<file path="src/hw/rtl/mbe_pkg.sv">
package mbe_pkg;

  localparam int FRAC_BITS_DEF   = 28;
  localparam int COUNT_BITS_DEF  = 16;
  localparam int QUEUE_DEPTH_DEF = 2;

  localparam int COORD_W = 32;
  localparam int LIMIT_W = 16;
  localparam int COUNT_W = 16;

  localparam logic [LIMIT_W-1:0] LIMIT_RESET = 16'd500;

  typedef struct packed {
    logic signed [COORD_W-1:0] im;
    logic signed [COORD_W-1:0] re;
  } point_t;

  typedef logic signed [2*COORD_W-1:0] wide_t;

  function automatic logic signed [COORD_W-1:0] sat_coord(input wide_t v);
    logic signed [COORD_W-1:0] res;
    if ((&v[2*COORD_W-1:COORD_W-1]) || !(|v[2*COORD_W-1:COORD_W-1])) begin
      res = v[COORD_W-1:0];
    end else if (v[2*COORD_W-1]) begin
      res = {1'b1, {(COORD_W-1){1'b0}}};
    end else begin
      res = {1'b0, {(COORD_W-1){1'b1}}};
    end
    return res;
  endfunction

endpackage

</file>
<file path="src/hw/rtl/mbe_front.sv">
module mbe_front
  import mbe_pkg::*;
#(
  parameter int DEPTH = QUEUE_DEPTH_DEF
) (
  input  logic                 clk,
  input  logic                 rst_n,
  input  logic                 in_tvalid,
  output logic                 in_tready,
  input  logic [2*COORD_W-1:0] in_tdata,
  output logic                 q_valid,
  input  logic                 q_ready,
  output point_t               q_point
);

  localparam int PTR_W = (DEPTH > 1) ? $clog2(DEPTH) : 1;
  localparam int CNT_W = $clog2(DEPTH + 1);

  point_t             entry_r [DEPTH];
  logic [PTR_W-1:0]   wr_ptr_r, wr_ptr_nxt;
  logic [PTR_W-1:0]   rd_ptr_r, rd_ptr_nxt;
  logic [CNT_W-1:0]   fill_r, fill_nxt;
  logic               push, pop;

  assign in_tready = (fill_r != CNT_W'(DEPTH));
  assign q_valid   = (fill_r != '0);
  assign q_point   = entry_r[rd_ptr_r];
  assign push      = in_tvalid && in_tready;
  assign pop       = q_valid && q_ready;

  always_comb begin
    wr_ptr_nxt = wr_ptr_r;
    rd_ptr_nxt = rd_ptr_r;
    fill_nxt   = fill_r;
    if (push) begin
      wr_ptr_nxt = (wr_ptr_r == PTR_W'(DEPTH - 1)) ? '0 : wr_ptr_r + PTR_W'(1);
    end
    if (pop) begin
      rd_ptr_nxt = (rd_ptr_r == PTR_W'(DEPTH - 1)) ? '0 : rd_ptr_r + PTR_W'(1);
    end
    if (push && !pop) begin
      fill_nxt = fill_r + CNT_W'(1);
    end else if (pop && !push) begin
      fill_nxt = fill_r - CNT_W'(1);
    end
  end

  always_ff @(posedge clk) begin
    if (!rst_n) begin
      wr_ptr_r <= '0;
      rd_ptr_r <= '0;
      fill_r   <= '0;
    end else begin
      wr_ptr_r <= wr_ptr_nxt;
      rd_ptr_r <= rd_ptr_nxt;
      fill_r   <= fill_nxt;
    end
  end

  always_ff @(posedge clk) begin
    if (push) begin
      entry_r[wr_ptr_r] <= point_t'(in_tdata);
    end
  end

endmodule

</file>
<file path="config.mk">
export PLATFORM = sky130hd
export DESIGN_NAME = mbe_front
export DESIGN_NICKNAME = d
export VERILOG_FILES = /design/src/hw/rtl/mbe_pkg.sv /design/src/hw/rtl/mbe_front.sv
export SDC_FILE = /design/constraint.sdc
export NUM_CORES = 1
export LEC_CHECK = 0
export BUFFER_PORTS_ARGS = -buffer_cell sky130_fd_sc_hd__buf_2
export CAP_MARGIN = 20
export CORE_MARGIN = 2
export CORE_UTILIZATION = 45
export DETAILED_ROUTE_END_ITERATION = 10
export PLACE_DENSITY = 0.8
export SETUP_SLACK_MARGIN = 0.05
export SLEW_MARGIN = 25
export SYNTH_ARGS = -nofsm -noshare
export SYNTH_HDL_FRONTEND = slang
export SYNTH_SLANG_ARGS = --single-unit
</file>
<file path="constraint.sdc">
create_clock -name clk -period 2.5 [get_ports clk]
set_input_delay 0.5 -clock clk [delete_from_list [all_inputs] [get_ports clk]]
set_output_delay 0.5 -clock clk [all_outputs]
set_load 0.05 [all_outputs]
</file>
== Word level (Yosys, flattened, before mapping) ==
Memory sizes are Yosys's and may differ from the RTL's. A register that Yosys moved wholly into a read port is not among the register bits.
Index checks and enable logic that the tools add are counted.

* $add $sub $neg: 4
* Eq/ne operators: 1
* Mux-type cells: 8
* Reductions and logical operators: 8

{| class="wikitable"
|+ Operator list
! kind !! number
|-
| $mux 1 || 6
|-
| $logic_and 1x1->1 || 4
|-
| $mux 2 || 2
|-
| $reduce_bool 2->1 || 2
|-
| $add 1x1->1 const B || 2
|-
| $add 2x1->2 const B || 1
|-
| $logic_not 1->1 || 2
|-
| $ne 2x2->1 const B || 1
|-
| $sub 2x1->2 const B || 1
|}

* Register bits: 4
* RAM bits: 128
* Bits of input ports: 68
* Output and inout bits: 66
* Logic and storage cells: 25
* Memories: 1

{| class="wikitable"
|+ Memories
! name !! words !! bits a word !! rd ports !! clocked after Yosys merged registers in !! write ports !! RTL line !! RTL
|-
| entry_r || 2 || 64 || 1 || 1 || 1 || mbe_front.sv:19 || <nowiki>point_t entry_r [DEPTH];</nowiki>
|}

== Logic depth before layout (Yosys ltp) ==
Gate-level depths: netlist (run 1).

* Depth after elaboration: 6
* Gate-level depth with buffers: 6
* Mapped depth without buffers: 6

== Worst setup path after synthesis (run 1) ==
Ideal clock, no wire load.

* Kind: register to register
* Start point: register fill_r[0]
* End point: memory entry_r[1][0] in the netlist's numbering, enable pin
* Data arrival time: 2236 ps
* Data required time: 2071 ps
* Slack: -165 ps
* Stages on the path, launching flop included: 3
* Period minus slack after synthesis: 2665 ps
* Cell sequence: dfxtp_1 -> nand2b_4 -> and3_1

* Longest elaborated chain between the ends: 4

{| class="wikitable"
|+ RTL lines
! element !! RTL line !! RTL
|-
| start, declared || mbe_front.sv:22 || <nowiki>logic [CNT_W-1:0] fill_r, fill_nxt;</nowiki>
|-
| start signal, assigned || mbe_front.sv:56 || <nowiki>fill_r <= fill_nxt;</nowiki>
|-
| $ne 2x2->1 || mbe_front.sv:25 || <nowiki>assign in_tready = (fill_r != CNT_W'(DEPTH));</nowiki>
|-
| net in_tready || mbe_front.sv:9 || <nowiki>output logic in_tready,</nowiki>
|-
| $logic_and 1x1->1 || mbe_front.sv:28 || <nowiki>assign push = in_tvalid && in_tready;</nowiki>
|-
| $mux 1 || mbe_front.sv:61 || <nowiki>if (push) begin</nowiki>
|-
| $mux 1 (not written as such) || mbe_front.sv:62 || <nowiki>entry_r[wr_ptr_r] <= point_t'(in_tdata);</nowiki>
|-
| end, declared || mbe_front.sv:19 ||
|}

The timed path passes the listed nets, and every way through them passes these cells.

==> results of run 1 <==
-- power by group through the flow --
stage / clock network, mW / registers (mW) / logic [mW]
after detailed placement: 0 / 2.92 / 2.51
after global routing: 2.45 / 2.90 / 2.63
after global placement: 0 / 2.90 / 2.49
final: 2.29 / 2.87 / 2.49
after floorplan: 0 / 2.90 / 2.02
after CTS: 2.34 / 2.88 / 2.52
-- how the worst min path moves through the flow --
| stage | startpoint | end |
|---|---|---|
| 2_1_floorplan | fill_r[1] | fill_r[1] |
| 3_3_place_gp | fill_r[1] | fill_r[1] |
| 3_5_place_dp | fill_r[1] | fill_r[1] |
| 4_1_cts | in_tdata[10] | entry_r[1][10] |
| 5_1_grt | in_tdata[10] | entry_r[1][10] |
| 6_report | in_tdata[10] | entry_r[1][10] |
-- sequential cells by signal (all words and copies together) (netlist names), named ones only --
register,flops
entry_r,128
fill_r,2
rd_ptr_r,1
wr_ptr_r,1
-- layout make-up --
| type | instances | area share, % |
|---|---|---|
| inverter | 1 | 0.06001 |
| sequential | 133 | 63.07 |
| clock buffer | 22 | 7.241 |
| clock inverter | 10 | 1.720 |
| multi-input combinational | 82 | 13.76 |
| tap | 136 | 2.721 |
| timing repair buffer | 139 | 11.42 |
-- cells in the mapped netlist --
| cell type | n |
|---|---|
| and3_1 | 1 |
| mux2_2 | 64 |
| ha_1 | 1 |
| a21boi_1 | 1 |
| buf_4 | 6 |
| edfxtp_1 | 128 |
| nand2b_4 | 1 |
| xnor2_1 | 2 |
| xor2_1 | 1 |
| or2_2 | 1 |
| o21ai_0 | 1 |
| buf_2 | 1 |
| o21ai_1 | 1 |
| a21bo_2 | 1 |
| a21boi_0 | 1 |
| dfxtp_1 | 5 |
| or3_1 | 1 |
| nand3b_1 | 1 |
| inv_1 | 1 |
| and2_1 | 4 |
-- kinds of logic (layout without fill, tap and decap cells) --
logic type | Yosys count | in the layout
XOR/XNOR | 3 | 3
AO/OA/AOI/OAI | 5 | 5
flip-flops | 133 | 133
adder cells (fa/ha/maj) | 1 | 1
AND/OR/NAND/NOR | 9 | 9
multiplexers | 64 | 64
buffers and inverters | 8 | 172
-- per-stage QoR --
step	total power [mW]	setup WS (ns)	utilization [%]
2_1_floorplan	4.913	0.06924	-
3_3_place_gp	5.383	0.6727	54.63
3_5_place_dp	5.428	0.6546	54.63
4_1_cts	7.733	0.1124	60.01
5_1_grt	7.977	0.1089	60.05
6_report	7.646	0.2108	60.05
-- routing by layer --
metal | share of wire [%] | GRT usage, % | vias to the layer above
met2 | 53 | 26.01 | 80
met1 | 40 | 17.60 | 1215
met5 | 0 | 0 | -
met4 | 0.89 | 4.945 | 0
li1 | - | - | 1184
met3 | 5.7 | 5.327 | 7
==> results.py, run 1 <==
metrics = {
    "run_status": {
        "status": "complete, no violations",
    },
    "placement": {
        "post-dp-hpwl_mm": 5.555,
        "place.gp.congestion": 0.6960,
        "port_buffers": 133,
        "dp_cells": 491,
        "post_dp_cell_area_mm2": 0.005690,
    },
    "sta": {
        "finalSetupTns_ns": 0,
        "hold_violations": 0,
        "worst_pin_slew_ns": 0.4661,
        "rsz0062_at_grt": "no",
        "fin_crit_sh_pct": 91.57,
        "fin_worst_skew_ns": 0.006941,
        "timing.final.max_slew_violations": 0,
        "relSlewSlack_pct": 68.93,
        "clock.fmax_mhz": 436.8,
        "holdWs_ns": 0.1909,
        "finalSetupViolations": 0,
        "period_needed_ns": 2.289,
    },
    "grt": {
        "grt_overflow_total": 0,
        "grt_pass1_wl_mm": 12.93,
        "grt_max_degree": 36,
        "antenna_found_initial": 0,
        "grtUsageTotal_pct": 15.09,
        "grt_pass1_vias": 2631,
    },
    "worst_setup_path": {
        "endpoint_kind": "output pin",
        "max_stage_delay_ns": 0.39,
        "endpoint": "q_point[35]",
        "cp_slowest_cell": "mux2_2",
        "cp.depth": 3,
        "worstPathCellList": "buf_4, mux2_2, buf_2",
        "r2r_end": "fill_r[1]",
        "r2r_cells": 5,
        "crit_family": "buffers and inverters",
        "r2r_setup_slack_ns": 0.90,
        "worst_ep_required_time_ns": 2.00,
        "crit_arrival_ns": 1.79,
        "startpoint_type": "flop",
        "worst-setup-path-type": "flop to output pin",
        "r2r_start": "fill_r[0]",
        "crit_fanout": 29,
        "cp_num_buf_inv": 2,
    },
    "logic_synthesis": {
        "yosys.cell_types.count": 20,
        "synth_top_area_share_pct": 79.13,
        "synth_top_family_by_area": "multiplexers",
        "synth_top_area_cell": "edfxtp_1",
        "yosys.area_share.adder_pct": 0.2576,
        "yosys.area_share.simple_pct": 1.340,
        "synth_nets": 292,
        "synth_compound_area_share_pct": 0.7213,
        "yosysWarnings": 0,
        "ys_seq_elements": 133,
        "seq_area_frac_synth_pct": 81.20,
        "muxShareOfSynthArea_pct": 14.84,
        "synth_area_leaders": "edfxtp_1 (79%), mux2_2 (15%), dfxtp_1 (2.1%), buf_4 (0.93%), and2_1 (0.52%)",
        "synth_xor_area_share_pct": 0.5410,
        "synth_area_per_cell_um2": 21.78,
        "syn_inst": 223,
        "synthesis.area_mm2": 0.004857,
    },
    "final_layout": {
        "n_antenna_cell": 0,
        "nFillCells": 783,
        "layout_commonest_cell": "buf_2",
        "nets": 443,
        "fin_cells": 523,
        "design_area_mm2": 0.006255,
        "final_cell_mix": "buf_2 (133), edfxtp_1 (128), mux2_2 (64)",
        "register_area_mm2": 0.003945,
        "drive_gt1_share_pct": 61.50,
        "area_growth_pct": 28.77,
        "multi_input_area_um2": 860.8,
    },
    "clock_tree": {
        "root_buffer": "clkbuf_8",
        "clock_sinks": 133,
        "clk_path_buf_depth": 2,
        "cts_hold_buf": 0,
        "clk_pin_slew_worst_paths_ns": 0.06,
        "numCtsBuffers": 17,
        "clock_latency_ns": 0.49,
        "htree_levels": 4,
        "cts.repair.resized": 0,
        "cts_tree": "yes",
        "cts_setup_buffers": 0,
    },
    "routing": {
        "ant_nets": 0,
        "drt_iter0_markers": 102,
        "avgRoutedWirePerCell_um": 15.82,
        "drc": 0,
        "vias": 2486,
        "viasPerCell": 4.753,
        "routed_wl_mm": 8.275,
        "drtPass1Iterations": 4,
    },
    "power_and_ir_drop": {
        "ir_drop_mv": 0.8305,
        "swShare_pct": 35.21,
        "clkPwrFrac_pct": 29.9,
        "power_density_mw_per_mm2": 1222,
        "internal-power_mw": 4.954,
        "p_leak_nw": 2.357,
        "pwr-share-comb_pct": 32.5,
        "p_switching_mw": 2.692,
        "p_seq_share_pct": 37.6,
    },
    "floorplan": {
        "top_level_ports": 134,
        "die_h_um": 107.9,
        "core_mm2": 0.01042,
        "die_w_um": 107.9,
        "start_util_pct": 46.63,
        "rows": 37,
        "die_area_mm2": 0.01164,
    },
    "hold_path": {
        "hold_path_depth": 1,
        "hp-class": "input pin to flop",
    },
    "flow_run": {
        "cap_violations": 0,
    },
}
(Power assumes the default switching activity.)
==> run 2: changes to the inputs <==
Settings changed: PLACE_DENSITY 0.8 to unset, PLACE_DENSITY_LB_ADDON set to 0.2.
==> run 2 against run 1 <==
  * Die area did not move
  * Largest cell class unchanged
  * Highest routed layer unchanged
  * Utilization fell by 0.11 points
  * Combinational power barely moved
  * Critical endpoint is now q_point[49]
  * Clock power fell by 7%
  * Via count rose by 1.0%
  * Critical path type unchanged
  * Non-clock buffer count did not move
  * Power fell by 1.9%
  * Clock skew rose by 0.0095 ns
  * Design area fell by 0.18%
==> results.py, run 2 (synthesized netlist as in run 1, its figures left out) <==
metrics = {
    "final_layout": {
        "largest_reg_flops": 128,
        "fin_util_pct": 59.94,
        "area_growth_pct": 28.54,
        "n_antenna_cell": 0,
        "drive_gt1_share_pct": 60.72,
        "final_cell_mix": "buf_2 (133), edfxtp_1 (128), mux2_2 (64)",
        "regMostFlops": "entry_r",
        "largestRegisters": "entry_r x128, fill_r x2",
        "layout_commonest_cell": "buf_2",
        "nets": 443,
    },
    "grt": {
        "antenna_found_initial": 0,
        "grt_pass1_wl_mm": 11.81,
        "grt_max_degree": 65,
        "grtUsageTotal_pct": 14.13,
        "grt_overflow_total": 0,
        "grt_pass1_vias": 2434,
    },
    "clock_tree": {
        "htree_levels": 4,
        "clk_pin_slew_worst_paths_ns": 0.06,
        "cts_tree": "yes",
        "clock_latency_ns": 0.51,
        "cts.repair.resized": 0,
        "clk_path_buf_depth": 2,
        "root_buffer": "clkbuf_8",
        "cts_hold_buf": 0,
        "clock_sinks": 133,
        "cts_setup_buffers": 0,
        "numCtsBuffers": 17,
    },
    "sta": {
        "hold_violations": 0,
        "relSlewSlack_pct": 66.40,
        "timing.final.max_slew_violations": 0,
        "clock.fmax_mhz": 425.1,
        "rsz0062_at_grt": "no",
        "fin_worst_skew_ns": 0.01646,
        "finalSetupTns_ns": 0,
        "fin_crit_sh_pct": 94.09,
        "worst_pin_slew_ns": 0.5040,
        "period_needed_ns": 2.352,
        "finalSetupViolations": 0,
    },
    "flow_run": {
        "cap_violations": 0,
    },
    "power_and_ir_drop": {
        "ir_drop_mv": 0.6299,
        "internal-power_mw": 4.809,
        "power_density_mw_per_mm2": 1201,
        "p_switching_mw": 2.691,
        "swShare_pct": 35.88,
        "p_leak_nw": 2.346,
        "p_seq_share_pct": 38.2,
        "clkPwrFrac_pct": 28.5,
        "pwr-share-comb_pct": 33.4,
    },
    "routing": {
        "ant_nets": 0,
        "routed_wl_mm": 7.948,
        "drt_iter0_markers": 97,
        "viasPerCell": 4.801,
        "drc": 0,
        "avgRoutedWirePerCell_um": 15.20,
        "vias": 2511,
        "drtPass1Iterations": 4,
    },
    "worst_setup_path": {
        "startpoint_type": "flop",
        "worst-setup-path-type": "flop to output pin",
        "crit_fanout": 31,
        "worstPathCellList": "buf_4, mux2_2, buf_2",
        "endpoint_kind": "output pin",
        "crit_arrival_ns": 1.85,
        "worst_ep_required_time_ns": 2.00,
        "cp_slowest_cell": "mux2_2",
        "max_stage_delay_ns": 0.41,
        "r2r_setup_slack_ns": 0.79,
    },
    "hold_path": {
        "hp-class": "input pin to flop",
    },
    "floorplan": {
        "core_mm2": 0.01042,
        "die_area_mm2": 0.01164,
        "die_w_um": 107.9,
        "die_h_um": 107.9,
        "top_level_ports": 134,
        "rows": 37,
        "start_util_pct": 46.63,
    },
    "placement": {
        "place.gp.congestion": 0.6713,
        "post-dp-hpwl_mm": 5.071,
        "port_buffers": 133,
    },
    "run_status": {
        "status": "complete, no violations",
    },
}
## run 2: final cells by class
| class | instances | area (µm²) |
|---|---|---|
| fill | 838 | 4173 |
| sequential | 133 | 3945 |
| multi-input combinational | 82 | 860.8 |
| timing repair buffer | 139 | 748.2 |
| clock buffer | 21 | 429.2 |
| tap | 136 | 170.2 |
| clock inverter | 11 | 86.33 |
| inverter | 1 | 3.754 |
## run 2: stage by stage
step / power, mW / setup slack [ns] / instances / instance area [µm²] / hold WS, ns
global route: 7.812 / 0.06043 / 523 / 6243 / 0.1433
CTS: 7.600 / 0.09499 / 523 / 6243 / 0.1447
finish: 7.500 / 0.1478 / 523 / 6243 / 0.1706
global placement: 5.431 / 0.6740 / 491 / 5728 / 0.5377
detailed placement: 5.446 / 0.6595 / 491 / 5728 / 0.5584
floorplan: 4.913 / 0.06924 / 223 / 4858 / 0.5124
## run 2: path summary, 6_finish.rpt
path | start | endpoint | cells after the start
hold / removal | in_tdata[42] | entry_r[0][42] | 1
hold reg to reg | fill_r[1] | fill_r[1] | 2
setup / recovery | flop | q_point[49] | 3
setup reg to reg | fill_r[0] | entry_r[1][61] | 3
## run 2: layer usage
layer | share of wire [%] | GRT usage [%] | vias up | wire length [µm]
met1 | 42 | 16.50 | 1215 | 3333
met5 | 0 | 0 | - | 0
met2 | 49 | 22.19 | 97 | 3883
li1 | - | - | 1189 | -
met4 | 1.2 | 7.418 | 0 | 96
met3 | 8.0 | 5.993 | 10 | 635
## run 2: power groups by stage
stage / registers, mW / clock network (mW) / logic (mW)
final: 2.86 / 2.14 / 2.50
after global routing: 2.89 / 2.29 / 2.63
after CTS: 2.87 / 2.19 / 2.54
after detailed placement: 2.91 / 0 / 2.54
after global placement: 2.90 / 0 / 2.54
after floorplan: 2.90 / 0 / 2.02
## run 2: worst max-delay path: cells and delay by family (launching register included)
family,cells,cell delay (ns)
DFF,1,0.33
muxes,1,0.41
buffers and inverters,2,0.60
==> run 3: changes to the inputs <==
==> constraint.sdc (replaced) <==
create_clock -name clk -period 2.5 [get_ports clk]
set_input_delay 0.625 -clock clk [delete_from_list [all_inputs] [get_ports clk]]
set_output_delay 0.625 -clock clk [all_outputs]
set_load 0.05 [all_outputs]
==> run 3 against run 2 <==
  * Die area is the same
  * Design area rose by 1.3%
  * Via count increased by 0.40%
  * First-iteration DRC count decreased by 27%
  * Sequential power is essentially flat
  * Global-route usage up 0.48 points
  * Critical path depth stayed put
  * Critical endpoint is now q_point[34]
  * Largest cell class unchanged
==> results.py, run 3 (synthesized netlist as in run 1, its figures left out) <==
metrics = {
    "sta": {
        "rsz0062_at_grt": "yes",
        "worst_pin_slew_ns": 0.3705,
        "period_needed_ns": 2.375,
        "holdWs_ns": 0.3021,
        "finalSetupViolations": 0,
        "hold_violations": 0,
        "timing.final.max_slew_violations": 0,
        "fin_worst_skew_ns": 0.007795,
        "finalSetupTns_ns": 0,
        "relSlewSlack_pct": 75.30,
        "clock.fmax_mhz": 421.1,
        "fin_crit_sh_pct": 94.99,
    },
    "worst_setup_path": {
        "worst_ep_required_time_ns": 1.88,
        "r2r_end": "fill_r[1]",
        "endpoint": "q_point[34]",
        "startpoint_type": "flop",
        "endpoint_kind": "output pin",
        "r2r_cells": 5,
        "r2r_start": "fill_r[0]",
        "worst-setup-path-type": "flop to output pin",
        "crit_fanout": 21,
        "r2r_setup_slack_ns": 0.93,
        "crit_arrival_ns": 1.75,
    },
    "final_layout": {
        "area_growth_pct": 30.16,
        "layout_commonest_cell": "buf_2",
        "largestRegisters": "entry_r x128, fill_r x2",
        "regMostFlops": "entry_r",
        "largest_reg_flops": 128,
        "n_antenna_cell": 0,
        "nFillCells": 821,
        "nets": 443,
        "drive_gt1_share_pct": 61.50,
        "final_cell_mix": "buf_2 (133), edfxtp_1 (128), mux2_2 (64)",
    },
    "routing": {
        "viasPerCell": 4.820,
        "drc": 0,
        "drtPass1Iterations": 4,
        "vias": 2521,
        "routed_wl_mm": 8.303,
        "drt_iter0_markers": 71,
        "avgRoutedWirePerCell_um": 15.88,
        "ant_nets": 0,
    },
    "floorplan": {
        "core_mm2": 0.01042,
        "rows": 37,
        "die_h_um": 107.9,
        "top_level_ports": 134,
        "die_w_um": 107.9,
        "die_area_mm2": 0.01164,
        "start_util_pct": 46.63,
    },
    "clock_tree": {
        "cts_hold_buf": 0,
        "root_buffer": "clkbuf_8",
        "cts_setup_buffers": 0,
        "clock_latency_ns": 0.51,
        "cts_tree": "yes",
        "numCtsBuffers": 17,
        "clk_pin_slew_worst_paths_ns": 0.06,
        "clock_sinks": 133,
        "clk_path_buf_depth": 2,
        "htree_levels": 4,
    },
    "grt": {
        "grt_max_degree": 65,
        "grt_pass1_wl_mm": 12.24,
        "grt_pass1_vias": 2525,
        "grt_overflow_total": 0,
        "antenna_found_initial": 0,
        "grtUsageTotal_pct": 14.61,
    },
    "power_and_ir_drop": {
        "ir_drop_mv": 0.5832,
        "p_leak_nw": 2.387,
        "power_density_mw_per_mm2": 1244,
        "power_mw": 7.863,
    },
    "hold_path": {
        "hold_path_depth": 1,
        "hp-class": "input pin to flop",
    },
    "placement": {
        "port_buffers": 133,
        "post-dp-hpwl_mm": 5.178,
        "place.gp.congestion": 0.6690,
    },
    "run_status": {
        "status": "complete, no violations",
    },
    "flow_run": {
        "cap_violations": 0,
    },
}
==> run 3: cell types whose count changed in the layout (fill, tap and decap cells not counted) <==
cell        previous run  this run
bufinv_16              1         4
clkinv_2               5         3
clkinvlp_4             2         1
buf_6                  0         1
clkbuf_1               4         1
clkinv_4               1         4
buf_12                 3         2
==> run 3: worst min path at each step <==
stage / start / to
floorplan: fill_r[1] / fill_r[1]
global placement: fill_r[1] / fill_r[1]
detailed placement: fill_r[1] / fill_r[1]
CTS: in_tdata[39] / entry_r[0][39]
global route: in_tdata[40] / entry_r[0][40]
finish: in_tdata[39] / entry_r[0][39]
==> run 3: what timing repair did <==
| item | 4_1_cts | 5_1_grt |
|---|---|---|
| resized for setup | 1 | 0 |
| endpoints found under the setup margin | 31 | 29 |
| pin swaps | 0 | 0 |
==> run 3: metrics by stage <==
step / utilization (%) / cell area, µm² / cells / setup slack, ns
after floorplan: - / 4858 / 223 / 0.06924
after global placement: 54.87 / 5715 / 491 / 0.5508
after detailed placement: 54.87 / 5715 / 491 / 0.5464
after CTS: 60.70 / 6322 / 523 / 0.07638
after global routing: 60.70 / 6322 / 523 / 0.02959
final: 60.70 / 6322 / 523 / 0.1251
==> run 3: critical path, cell delays in order (launching register included) <==
cell and delay [ns]:
dfxtp_2 0.35, buf_4 0.30, mux2_2 0.38, buf_2 0.21
==> run 3: final cells by class <==
cell class	count	area, µm²	area share [%]
multi-input combinational	82	860.8	13.62
timing repair buffer	139	739.5	11.70
clock inverter	14	185.2	2.929
sequential	133	3945	62.40
tap	136	170.2	2.691
inverter	1	3.754	0.05937
clock buffer	18	417.9	6.610
==> run 3: power by group <==
| part | total [mW] | switching, mW | internal [mW] | leakage, nW |
|---|---|---|---|---|
| Combinational | 2.51 | 1.79 | 0.722 | 0.857 |
| Sequential | 2.87 | 0.0788 | 2.79 | 1.24 |
| Clock | 2.48 | 0.874 | 1.61 | 0.294 |
==> run 3: per-layer routing <==
layer | global-route usage, % | vias up | routed length, µm
li1 | - | 1188 | -
met1 | 16.56 | 1234 | 3418
met2 | 23.85 | 90 | 4149
met3 | 6.477 | 9 | 628
met4 | 6.502 | 0 | 107
met5 | 0 | - | 0
